===== config.mk =====
export PLATFORM = sky130hd
export DESIGN_NAME = selective_repeat_receiver
export DESIGN_NICKNAME = d
export VERILOG_FILES = /design/src/hdl/srr_pkg.sv /design/src/hdl/srr_alu.sv /design/src/hdl/srr_buf.sv /design/src/hdl/selective_repeat_receiver.sv
export VERILOG_INCLUDE_DIRS = /design/src /design/src/hdl
export SDC_FILE = /design/constraint.sdc
export NUM_CORES = 2
export LEC_CHECK = 0
export BUFFER_PORTS_ARGS = -buffer_cell sky130_fd_sc_hd__buf_2
export CAP_MARGIN = 10
export CELL_PAD_IN_SITES_DETAIL_PLACEMENT = 0
export CELL_PAD_IN_SITES_GLOBAL_PLACEMENT = 1
export CORE_ASPECT_RATIO = 1.4
export CORE_MARGIN = 1.5
export CORE_UTILIZATION = 30
export DETAILED_ROUTE_END_ITERATION = 8
export PLACE_DENSITY = 0.56
export SETUP_SLACK_MARGIN = 0.15
export SYNTH_ARGS = -nofsm -noshare
export SYNTH_HDL_FRONTEND = slang
export SYNTH_HIERARCHICAL = 1
export SYNTH_SLANG_ARGS = --single-unit

===== constraint.sdc =====
create_clock -name i_clk -period 53.3 [get_ports i_clk]
set_input_delay 15.99 -clock i_clk [delete_from_list [all_inputs] [get_ports i_clk]]
set_output_delay 15.99 -clock i_clk [all_outputs]
set_load 0.01 [all_outputs]

===== src/hdl/assert_macros.svh =====
// Assertion helpers for the receiver RTL.
// In synthesis both macros expand to nothing.
`ifndef ASSERT_MACROS_SVH
`define ASSERT_MACROS_SVH

`ifndef SYNTHESIS

// Concurrent check that is switched off while reset is asserted.
`define SRR_ASSERT(label, clk, rst_n, prop, msg) \
    label: assert property (@(posedge clk) disable iff (!rst_n) prop) else $error(msg);

// Concurrent check that is also evaluated during reset.
`define SRR_ASSERT_ALWAYS(label, clk, prop, msg) \
    label: assert property (@(posedge clk) prop) else $error(msg);

`else

`define SRR_ASSERT(label, clk, rst_n, prop, msg)
`define SRR_ASSERT_ALWAYS(label, clk, prop, msg)

`endif

`endif


===== src/hdl/srr_pkg.sv =====
package srr_pkg;

    // Reorder buffer depth; must be a power of two so that the slot is the low seq bits.
    localparam int MAX_WINDOW = 16;
    localparam int SLOT_W     = (MAX_WINDOW > 1) ? $clog2(MAX_WINDOW) : 1;
    localparam int CNT_W      = (SLOT_W > 3) ? SLOT_W : 3;

    // Field widths.
    localparam int SEQ_W    = 31;
    localparam int CHK_W    = 32;
    localparam int WIN_W    = 5;
    localparam int LOW_W    = 64;
    localparam int MID_W    = 64;
    localparam int HIGH_W   = 32;
    localparam int PAY_W    = LOW_W + MID_W + HIGH_W;
    localparam int WORD_W   = 32;
    localparam int SUM_WORDS = PAY_W / WORD_W;

    localparam int IN_TDATA_W  = 256;
    localparam int OUT_TDATA_W = 224;

    localparam logic [WIN_W-1:0] WIN_RESET    = 5'd8;
    localparam logic [SEQ_W-1:0] BASE_RESET   = 31'd1;
    localparam logic [CHK_W-1:0] ACK_BASE_SUM = 32'd980;

    localparam logic RESULT_ACK     = 1'b0;
    localparam logic RESULT_DELIVER = 1'b1;

    typedef enum logic [1:0] {
        ALU_ADD,
        ALU_SUB,
        ALU_BYTES
    } t_alu_op;

    typedef struct packed {
        t_alu_op           op;
        logic [CHK_W-1:0]  a;
        logic [CHK_W-1:0]  b;
    } t_alu_req;

    typedef struct packed {
        logic [HIGH_W-1:0] high;
        logic [MID_W-1:0]  mid;
        logic [LOW_W-1:0]  low;
    } t_payload;

    typedef struct packed {
        logic              we;
        logic [SLOT_W-1:0] waddr;
        t_payload          wdata;
        logic [SLOT_W-1:0] raddr;
    } t_buf_req;

    // Input tdata layout, first field in the low bits.
    typedef struct packed {
        logic [1:0]        pad;
        logic [HIGH_W-1:0] payload_high;
        logic [MID_W-1:0]  payload_mid;
        logic [LOW_W-1:0]  payload_low;
        logic [CHK_W-1:0]  packet_checksum;
        logic [SEQ_W-1:0]  ack_num;
        logic [SEQ_W-1:0]  seq_num;
    } t_in_data;

    // Output tdata layout, first field in the low bits.
    typedef struct packed {
        logic              pad;
        logic [HIGH_W-1:0] data_high;
        logic [MID_W-1:0]  data_mid;
        logic [LOW_W-1:0]  data_low;
        logic [CHK_W-1:0]  ack_checksum;
        logic [SEQ_W-1:0]  ack_number;
    } t_out_data;

    typedef enum logic [3:0] {
        S_IDLE,
        S_SUM,
        S_ADD_ACK,
        S_ADD_SEQ,
        S_AHEAD,
        S_BEHIND,
        S_ACK_SUM,
        S_ACK_OUT,
        S_DREAD,
        S_DOUT
    } t_state;

endpackage


===== src/hdl/srr_alu.sv =====
module srr_alu import srr_pkg::*; (
    input  t_alu_req          i_req,
    output logic [CHK_W-1:0]  o_y
);

    logic [CHK_W-1:0] w_b0;
    logic [CHK_W-1:0] w_b1;
    logic [CHK_W-1:0] w_b2;
    logic [CHK_W-1:0] w_b3;

    // Sign-extended bytes of operand b for the byte accumulation.
    assign w_b0 = {{24{i_req.b[7]}},  i_req.b[7:0]};
    assign w_b1 = {{24{i_req.b[15]}}, i_req.b[15:8]};
    assign w_b2 = {{24{i_req.b[23]}}, i_req.b[23:16]};
    assign w_b3 = {{24{i_req.b[31]}}, i_req.b[31:24]};

    // Shared 32-bit adder with wraparound.
    always_comb begin
        case (i_req.op)
            ALU_ADD:   o_y = i_req.a + i_req.b;
            ALU_SUB:   o_y = i_req.a - i_req.b;
            ALU_BYTES: o_y = i_req.a + w_b0 + w_b1 + w_b2 + w_b3;
            default:   o_y = i_req.a;
        endcase
    end

endmodule


===== src/hdl/srr_buf.sv =====
module srr_buf import srr_pkg::*; (
    input  logic     i_clk,
    input  t_buf_req i_req,
    output t_payload o_rdata
);

    t_payload r_mem [MAX_WINDOW];

    // One write port and one registered read port.
    always_ff @(posedge i_clk) begin
        if (i_req.we) begin
            r_mem[i_req.waddr] <= i_req.wdata;
        end
        o_rdata <= r_mem[i_req.raddr];
    end

endmodule


===== src/hdl/selective_repeat_receiver.sv =====
// Selective-repeat ARQ receiver.
// The slave stream carries one data packet per transaction (sequence and
// acknowledgement numbers, carried checksum, 20-byte payload). The master
// stream returns results: an ACK (tuser 0) and, for an in-order packet,
// the run of buffered payloads now ready for delivery (tuser 1). tlast
// marks the final result caused by one packet; a dropped packet gives none.
// The window register is written through i_cfg_we/i_cfg_wdata, by the user
// only while idle; the block does not enforce it. The checksum decision and
// then the window decision follow the arithmetic: the 20-byte sum goes
// through the shared adder four bytes a cycle, followed by single add and
// subtract steps on the same adder. A dropped packet frees the input at
// either decision; an ACK follows the window decision, and each delivery
// then passes through the registered read of the payload buffer. The input
// is ready again in the cycle after the last result is loaded into the
// output register. Reset sets the receive base to one, clears all received
// marks and sets the window to 8; buffer contents are not cleared. When the
// downstream side stalls, the held result stays in the output register and
// the sequencer waits until it is taken.
`include "assert_macros.svh"

module selective_repeat_receiver import srr_pkg::*; (
    input  logic                    i_clk,
    input  logic                    i_rst_n,
    input  logic                    i_cfg_we,
    input  logic [WIN_W-1:0]        i_cfg_wdata,
    input  logic                    s_axis_tvalid,
    output logic                    s_axis_tready,
    // seq_num, ack_num, packet_checksum, payload_low, payload_mid, payload_high, zero pad
    input  logic [IN_TDATA_W-1:0]   s_axis_tdata,
    output logic                    m_axis_tvalid,
    input  logic                    m_axis_tready,
    // ack_number, ack_checksum, data_low, data_mid, data_high, zero pad
    output logic [OUT_TDATA_W-1:0]  m_axis_tdata,
    // result_kind
    output logic                    m_axis_tuser,
    output logic                    m_axis_tlast
);

    t_state                r_state, n_state;
    logic [SEQ_W-1:0]      r_seq, n_seq;
    logic [SEQ_W-1:0]      r_ack, n_ack;
    logic [CHK_W-1:0]      r_chk, n_chk;
    t_payload              r_pay, n_pay;
    logic [CHK_W-1:0]      r_acc, n_acc;
    logic [SEQ_W-1:0]      r_dist, n_dist;
    logic [CNT_W-1:0]      r_cnt, n_cnt;
    logic                  r_in_win, n_in_win;
    logic                  r_head, n_head;
    logic [SEQ_W-1:0]      r_base, n_base;
    logic [MAX_WINDOW-1:0] r_marks, n_marks;
    logic [WIN_W-1:0]      r_window, n_window;
    logic                  r_o_valid, n_o_valid;
    logic                  r_o_kind, n_o_kind;
    logic                  r_o_last, n_o_last;
    t_out_data             r_o_data, n_o_data;

    t_in_data              w_in;
    t_alu_req              w_alu_req;
    logic [CHK_W-1:0]      w_alu_y;
    t_buf_req              w_buf_req;
    t_payload              w_rdata;
    logic                  w_out_free;
    logic [WIN_W-1:0]      w_win;
    logic [SEQ_W-1:0]      w_win_ext;
    logic [SEQ_W-1:0]      w_behind;
    logic                  w_fwd;
    logic                  w_back;
    logic [SLOT_W-1:0]     w_seq_slot;
    logic [SLOT_W-1:0]     w_base_slot;
    logic                  w_last_dlv;
    logic [PAY_W-1:0]      w_pay_vec;

    assign w_in        = t_in_data'(s_axis_tdata);
    assign w_out_free  = !r_o_valid || m_axis_tready;
    assign w_seq_slot  = r_seq[SLOT_W-1:0];
    assign w_base_slot = r_base[SLOT_W-1:0];
    assign w_pay_vec   = r_pay;

    // Window clamped to the buffer depth.
    assign w_win     = (int'(r_window) > MAX_WINDOW) ? WIN_W'(MAX_WINDOW) : r_window;
    assign w_win_ext = SEQ_W'(w_win);

    // Window tests on 31-bit modular distances.
    assign w_behind = w_alu_y[SEQ_W-1:0];
    assign w_fwd    = r_dist < w_win_ext;
    assign w_back   = (w_behind != '0) && (w_behind <= w_win_ext);

    // A delivery is the last one when the run limit is hit or the next slot is empty.
    assign w_last_dlv = (r_cnt == CNT_W'(MAX_WINDOW - 1)) || !r_marks[w_alu_y[SLOT_W-1:0]];

    srr_alu u_alu (
        .i_req (w_alu_req),
        .o_y   (w_alu_y)
    );

    srr_buf u_buf (
        .i_clk   (i_clk),
        .i_req   (w_buf_req),
        .o_rdata (w_rdata)
    );

    // Sequencer: next state, shared adder operands and result loading.
    always_comb begin
        n_state   = r_state;
        n_seq     = r_seq;
        n_ack     = r_ack;
        n_chk     = r_chk;
        n_pay     = r_pay;
        n_acc     = r_acc;
        n_dist    = r_dist;
        n_cnt     = r_cnt;
        n_in_win  = r_in_win;
        n_head    = r_head;
        n_base    = r_base;
        n_marks   = r_marks;
        n_window  = i_cfg_we ? i_cfg_wdata : r_window;
        n_o_valid = r_o_valid && !m_axis_tready;
        n_o_kind  = r_o_kind;
        n_o_last  = r_o_last;
        n_o_data  = r_o_data;

        w_alu_req.op = ALU_ADD;
        w_alu_req.a  = r_acc;
        w_alu_req.b  = '0;

        w_buf_req.we    = 1'b0;
        w_buf_req.waddr = w_seq_slot;
        w_buf_req.wdata = r_pay;
        w_buf_req.raddr = w_base_slot;

        unique case (r_state)
            S_IDLE: begin
                if (s_axis_tvalid) begin
                    n_seq      = w_in.seq_num;
                    n_ack      = w_in.ack_num;
                    n_chk      = w_in.packet_checksum;
                    n_pay.low  = w_in.payload_low;
                    n_pay.mid  = w_in.payload_mid;
                    n_pay.high = w_in.payload_high;
                    n_acc      = '0;
                    n_cnt      = '0;
                    n_state    = S_SUM;
                end
            end
            S_SUM: begin
                // Four payload bytes per cycle.
                w_alu_req.op = ALU_BYTES;
                w_alu_req.b  = w_pay_vec[WORD_W*r_cnt +: WORD_W];
                n_acc        = w_alu_y;
                n_cnt        = r_cnt + CNT_W'(1);
                if (r_cnt == CNT_W'(SUM_WORDS - 1)) begin
                    n_state = S_ADD_ACK;
                end
            end
            S_ADD_ACK: begin
                w_alu_req.b = {1'b0, r_ack};
                n_acc       = w_alu_y;
                n_state     = S_ADD_SEQ;
            end
            S_ADD_SEQ: begin
                w_alu_req.b = {1'b0, r_seq};
                n_acc       = w_alu_y;
                n_state     = S_AHEAD;
            end
            S_AHEAD: begin
                // Checksum check, then distance ahead of the base.
                w_alu_req.op = ALU_SUB;
                w_alu_req.a  = {1'b0, r_seq};
                w_alu_req.b  = {1'b0, r_base};
                if (r_acc != r_chk) begin
                    n_state = S_IDLE;
                end else begin
                    n_dist  = w_alu_y[SEQ_W-1:0];
                    n_state = S_BEHIND;
                end
            end
            S_BEHIND: begin
                w_alu_req.op = ALU_SUB;
                w_alu_req.a  = {1'b0, r_base};
                w_alu_req.b  = {1'b0, r_seq};
                n_in_win     = w_fwd;
                n_head       = (r_dist == '0);
                n_state      = (w_fwd || w_back) ? S_ACK_SUM : S_IDLE;
            end
            S_ACK_SUM: begin
                w_alu_req.a = ACK_BASE_SUM;
                w_alu_req.b = {1'b0, r_seq};
                n_acc       = w_alu_y;
                n_state     = S_ACK_OUT;
            end
            S_ACK_OUT: begin
                if (w_out_free) begin
                    n_o_valid             = 1'b1;
                    n_o_kind              = RESULT_ACK;
                    n_o_last              = !(r_in_win && r_head);
                    n_o_data              = '0;
                    n_o_data.ack_number   = r_seq;
                    n_o_data.ack_checksum = r_acc;
                    if (r_in_win) begin
                        w_buf_req.we        = 1'b1;
                        n_marks[w_seq_slot] = 1'b1;
                    end
                    n_cnt   = '0;
                    n_state = (r_in_win && r_head) ? S_DREAD : S_IDLE;
                end
            end
            S_DREAD: begin
                // Buffer read of the base slot lands at the end of this cycle.
                n_state = S_DOUT;
            end
            S_DOUT: begin
                w_alu_req.a = {1'b0, r_base};
                w_alu_req.b = CHK_W'(1);
                if (w_out_free) begin
                    n_o_valid            = 1'b1;
                    n_o_kind             = RESULT_DELIVER;
                    n_o_last             = w_last_dlv;
                    n_o_data             = '0;
                    n_o_data.data_low    = w_rdata.low;
                    n_o_data.data_mid    = w_rdata.mid;
                    n_o_data.data_high   = w_rdata.high;
                    n_marks[w_base_slot] = 1'b0;
                    n_base               = w_alu_y[SEQ_W-1:0];
                    n_cnt                = r_cnt + CNT_W'(1);
                    n_state              = w_last_dlv ? S_IDLE : S_DREAD;
                end
            end
            default: begin
                n_state = S_IDLE;
            end
        endcase
    end

    // Control state.
    always_ff @(posedge i_clk) begin
        if (!i_rst_n) begin
            r_state   <= S_IDLE;
            r_base    <= BASE_RESET;
            r_marks   <= '0;
            r_window  <= WIN_RESET;
            r_o_valid <= 1'b0;
        end else begin
            r_state   <= n_state;
            r_base    <= n_base;
            r_marks   <= n_marks;
            r_window  <= n_window;
            r_o_valid <= n_o_valid;
        end
    end

    // Datapath registers.
    always_ff @(posedge i_clk) begin
        r_seq    <= n_seq;
        r_ack    <= n_ack;
        r_chk    <= n_chk;
        r_pay    <= n_pay;
        r_acc    <= n_acc;
        r_dist   <= n_dist;
        r_cnt    <= n_cnt;
        r_in_win <= n_in_win;
        r_head   <= n_head;
        r_o_kind <= n_o_kind;
        r_o_last <= n_o_last;
        r_o_data <= n_o_data;
    end

    assign s_axis_tready = (r_state == S_IDLE);
    assign m_axis_tvalid = r_o_valid;
    assign m_axis_tdata  = r_o_data;
    assign m_axis_tuser  = r_o_kind;
    assign m_axis_tlast  = r_o_last;

    // The sequencer takes one packet at a time.
    `SRR_ASSERT(a_one_packet, i_clk, i_rst_n, s_axis_tvalid && s_axis_tready |=> !s_axis_tready, "input taken while a packet is in progress")
    // A delivery run only visits slots that hold a received payload.
    `SRR_ASSERT(a_dlv_marked, i_clk, i_rst_n, (r_state == S_DREAD || r_state == S_DOUT) |-> r_marks[w_base_slot], "delivery from an empty slot")
    // Each delivered payload advances the base by exactly one.
    `SRR_ASSERT(a_base_step, i_clk, i_rst_n, (r_state == S_DOUT && w_out_free) |=> (r_base == SEQ_W'($past(r_base) + SEQ_W'(1))), "base did not advance by one on delivery")

endmodule


### Word-level counts from Yosys, hierarchy flattened

Memory sizes are Yosys's and may differ from the RTL's. A register that Yosys moved wholly into a read port is not among the register bits.
Cells that the tools add are included.

* register bits after elaboration: 606
* bits of input ports: 266
* memories: 1
* memory bits (writable): 2560
* output and inout port bits: 228

Memories
* u_buf.r_mem: words 16, width 160, read ports 1, clocked after memory_dff 1, wr ports 1, line srr_buf.sv:7 `t_payload r_mem [MAX_WINDOW];`

* add/subtract/negate cells: 7
* reductions and logical operators: 32
* magnitude comparators: 8
* bitwise logic cells: 4
* equal/unequal tests: 19
* shifts and indexed selects: 1
* multiplexer cells: 46

Operators with widths (number)
* $mux W224: 2
* $pmux W224 S2: 1
* $pmux W32 S3: 2
* $add A32 B32 Y32: 5
* $pmux W32 S5: 1
* $shiftx A160 B10 Y32: 1
* $pmux W32 S2: 1
* $mux W16: 3
* $pmux W4 S10: 1
* $mux W4: 9
* $mux W32: 1
* $ne A32 B32 Y1: 1
* $pmux W16 S2: 1
* $sub A32 B32 Y32: 1
* $le A31 B5 Y1: 1
* $logic_not A31 Y1: 1
* $lt A31 B5 Y1: 1
* $reduce_bool A31 Y1: 1
* $eq A4 B3 Y1 const B: 5
* $and A16 B16 Y16: 1
* $not A16 Y16: 1
* $or A16 B16 Y16: 1
* $pmux W4 S4: 1
* $lt A4 B5 Y1 const B: 3
* 30 further kinds: 71

### Longest topological paths before layout

* word-level depth: 15
* gate-level depth with buffers: 31
* gate-level depth less buffers: 28

### Cells and area by module

Netlist, hierarchy kept.

By module, submodules not included
* srr_buf: instances 1, area each 99300.2 um^2, cells each 4191
* selective_repeat_receiver: instances 1, area each 23707.7 um^2, cells each 1513
* srr_alu: instances 1, area each 6044.5 um^2, cells each 855

### Worst setup path before layout

OpenSTA, ideal clock, no wires.

* kind: input -> register
* start point: in m_axis_tready
* end point: mem u_buf/r_mem[0][0] in the netlist's numbering (enable)
* required time: 52.425 ns
* arrival: 27.906 ns
* buffers on the path: 1
* stages on the path: 6
* slack: 24.518 ns
* cells stage by stage: nand2b_1 -> clkbuf_1 -> nand4_2 -> inv_1 -> or3b_2 -> nor3_1

RTL lines
* from (decl): line selective_repeat_receiver.sv:31 `input logic m_axis_tready,`
* to (decl): line srr_buf.sv:7

==> impl_metrics.tcl <==
set metrics [dict create \
    critical_path_class "in -> reg" \
    hold_buffers 0 \
    portBuffers 490 \
    place_ws_ns 32.60 \
    post-cts-setup-buffer-count 0 \
    ant_nets 0 \
    vias 67590 \
    drc 0 \
    hpwl_um 245100 \
    synth-xor-area-share_pct 0.7465 \
    dieWidth_um 557.3 \
    clock_latency_ns 0.98 \
    cts.clk_slew.worst_paths_ns 0.06 \
    synth_compound_area_share_pct 4.655 \
    yosys-top-cells-area "edfxtp_1 (72%), mux4_2 (11%), dfxtp_1 (3.4%)" \
    grt_pass1_vias 70380 \
    crit_buf_inv 5 \
    final.setup.tns_ns 0 \
    rsz0062_at_grt "no" \
    critPathMaxStageDelay_ns 0.82 \
    synthCells 6559 \
    globalplace.congestion 0.8555 \
    startpoint_type "primary input" \
    ys_types 87 \
    outcome "finished, final reports clean" \
    critPathMaxFanout 41 \
    finClkSkew_ns 0.09077 \
    dieArea_mm2 0.4342 \
    drtIter0Drc 7055 \
    setup_violations 0 \
    grt_usage_pct 18.18 \
    min_path_type "reg -> reg" \
    required_ns 53.84 \
    synth_top_area_share_pct 72.32 \
    period_share_pct 36.96 \
    drv_slew 0 \
    tightestPinTransition_ns 1.327 \
    final_util_pct 35.08 \
    yosys.area_share.simple_pct 3.461 \
    area.growth.synth_to_final_pct 16.28 \
    ir_drop_mv 0.02956 \
    synth_area_leader_cell "edfxtp_1" \
    worst_ep_arrival_time_ns 20.24 \
    path_delay_family "buffers and inverters" \
    max_cap_viol_count 0 \
    switching_power_mw 1.950 \
    synth_nets 6949 \
    setup_slack_ns 33.60 \
    switching_share_pct 29.24 \
    end_kind "register" \
    wl_per_cell_um 30.31 \
    sequentialPowerShare_pct 45.9 \
    via_per_inst 5.096 \
    cp_common_cell "buf_4" \
    final_common_cell "edfxtp_1" \
    clock-sinks 3325 \
    synth_top_family_by_area "multiplexers" \
    fmax_mhz 50.76 \
    seq_area_frac_synth_pct 75.69 \
    die_h_um 779.0 \
    p_clk_share_pct 35.6 \
    overflow 0 \
    final_cell_mix "edfxtp_1 (3108), mux4_2 (628), buf_2 (490), clkbuf_16 (339), a22oi_1 (299)" \
    cts_tree "yes" \
    slew_headroom_pct 11.54 \
    synth-edff-count 3108 \
    synth_fa_ha_area_share_pct 1.481 \
    nNetsFinal 7636 \
    floorplan.initialDensity_pct 30.16 \
    cts-htree-levels 5 \
    p_comb_share_pct 18.6 \
    min_period_ns 19.70 \
    internal-power_mw 4.720 \
    drive_gt1_share_pct 26.20 \
    drt-total-wl_um 402000 \
    grt_max_degree 135 \
    syn_avg_cell_area_um2 19.68 \
    cts-root-buf "clkbuf_16" \
    coreArea_mm2 0.4278 \
    muxShareOfSynthArea_pct 12.19 \
    pin_count 494 \
    hold_viol_final 0 \
    p_total_mw 6.670 \
    power_density_mw_per_mm2 44.45 \
    grt_pass1_wl_um 555400 \
    cts_made_buffers 335 \
    cts-resized-gates 0 \
    worst_path_max_delay_cell "buf_4" \
    synthesis.area_mm2 0.1291 \
    path_cells "buf_2, nand2b_1, nand4_2, inv_1, or3b_2, nor3_2, buf_4, buf_4, buf_4" \
    async_flop_share_pct 0 \
    fp-row-count 284 \
    firstDrtPassIters 8 \
    clockBufferDepth 4 \
    antenna_found_initial 74 \
    ys_seq_elements 3325 \
    ys_warn_count 6 \
    synth_ff_type "edfxtp_1" \
    p_leak_nw 49.61 \
]
-- final cells by class --
class / instances / area (µm²)
timing repair buffer: 692 / 4169
multi-input combinational: 2698 / 29300
inverter: 194 / 733.2
clock inverter: 180 / 1846
fill: 40150 / 277800
sequential: 3325 / 97690
antenna: 17 / 42.54
tap: 5720 / 7157
clock buffer: 437 / 9131
-- logic make-up (layout without fill, tap and decap cells) --
group,after synthesis,count (layout)
buffers and inverters,536,1503
xor gates and xnor gates,110,110
adders and majority gates,124,124
AOI/OAI and AO/OA,842,842
and+or+nand+nor,852,852
DFF,3325,3325
muxes,769,769
other,1,18
-- power by group through the flow --
stage / clock (mW) / sequential, mW / combinational (mW)
finish: 2.37 / 3.06 / 1.24
global route: 2.52 / 3.06 / 1.33
CTS: 2.43 / 3.06 / 1.23
detailed placement: 0 / 3.12 / 1.22
global placement: 0 / 3.11 / 1.22
floorplan: 0 / 3.06 / 0.765
-- per-stage QoR --
stage	instances	instance area (µm²)	hold WS, ns
3_3_place_gp	12630	139000	0.4474
4_1_cts	13250	150000	0.4734
5_1_grt	13250	150000	0.4844
2_1_floorplan	6559	129100	0.4377
3_5_place_dp	12630	139000	0.4591
6_report	13260	150100	0.4735
-- synth_stat cells (all sizes together) (91+ instances only) --
cell type,number
edfxtp,3108
mux4,632
a22oi,299
nand2,266
and2,265
dfxtp,217
inv,193
clkbuf,175
buf,167
a21oi,132
o21ai,127
nor2,91
-- routing by layer --
| layer | part of all wire (%) | up-vias | global-route usage, % |
|---|---|---|---|
| met5 | 0.027 | - | 0 |
| met2 | 51 | 2464 | 31.61 |
| li1 | - | 27960 | - |
| met1 | 40 | 36620 | 23.42 |
| met4 | 3.2 | 20 | 5.592 |
| met3 | 5.9 | 528 | 2.539 |
-- worst paths after layout --
check / from / to / slack [ns] / cells past startpoint
max reg2reg: r_cnt[0]$_SDFFCE_PN0P_ / r_state[2]$_SDFFE_PN0P_ / 43.99 / 27
max: m_axis_tready / u_buf/r_mem[0][23]$_DFFE_PP_ / 33.60 / 9
min: r_marks[2]$_SDFFE_PN0P_ / r_marks[2]$_SDFFE_PN0P_ / 0.47 / 2
min reg2reg: r_marks[2]$_SDFFE_PN0P_ / r_marks[2]$_SDFFE_PN0P_ / 0.47 / 2
-- sequential cells by signal (all words and copies together) (netlist names) --
name           flops
m_axis_tuser       1
m_axis_tlast       1
r_base            31
m_axis_tdata     223
r_dist            31
r_pay            160
r_head             1
r_chk             32
r_state            4
r_in_win           1
r_marks           16
r_window           5
r_cnt              4
u_buf/r_mem     2560
r_seq             31
r_ack             31
m_axis_tvalid      1
u_buf/o_rdata    160
r_acc             32
-- tightest hold or removal path, stage by stage (launching register included) --
cell,delay (ns)
dfxtp_1,0.31
o41ai_1,0.06
a21oi_1,0.06
(Power assumes the default switching activity.)
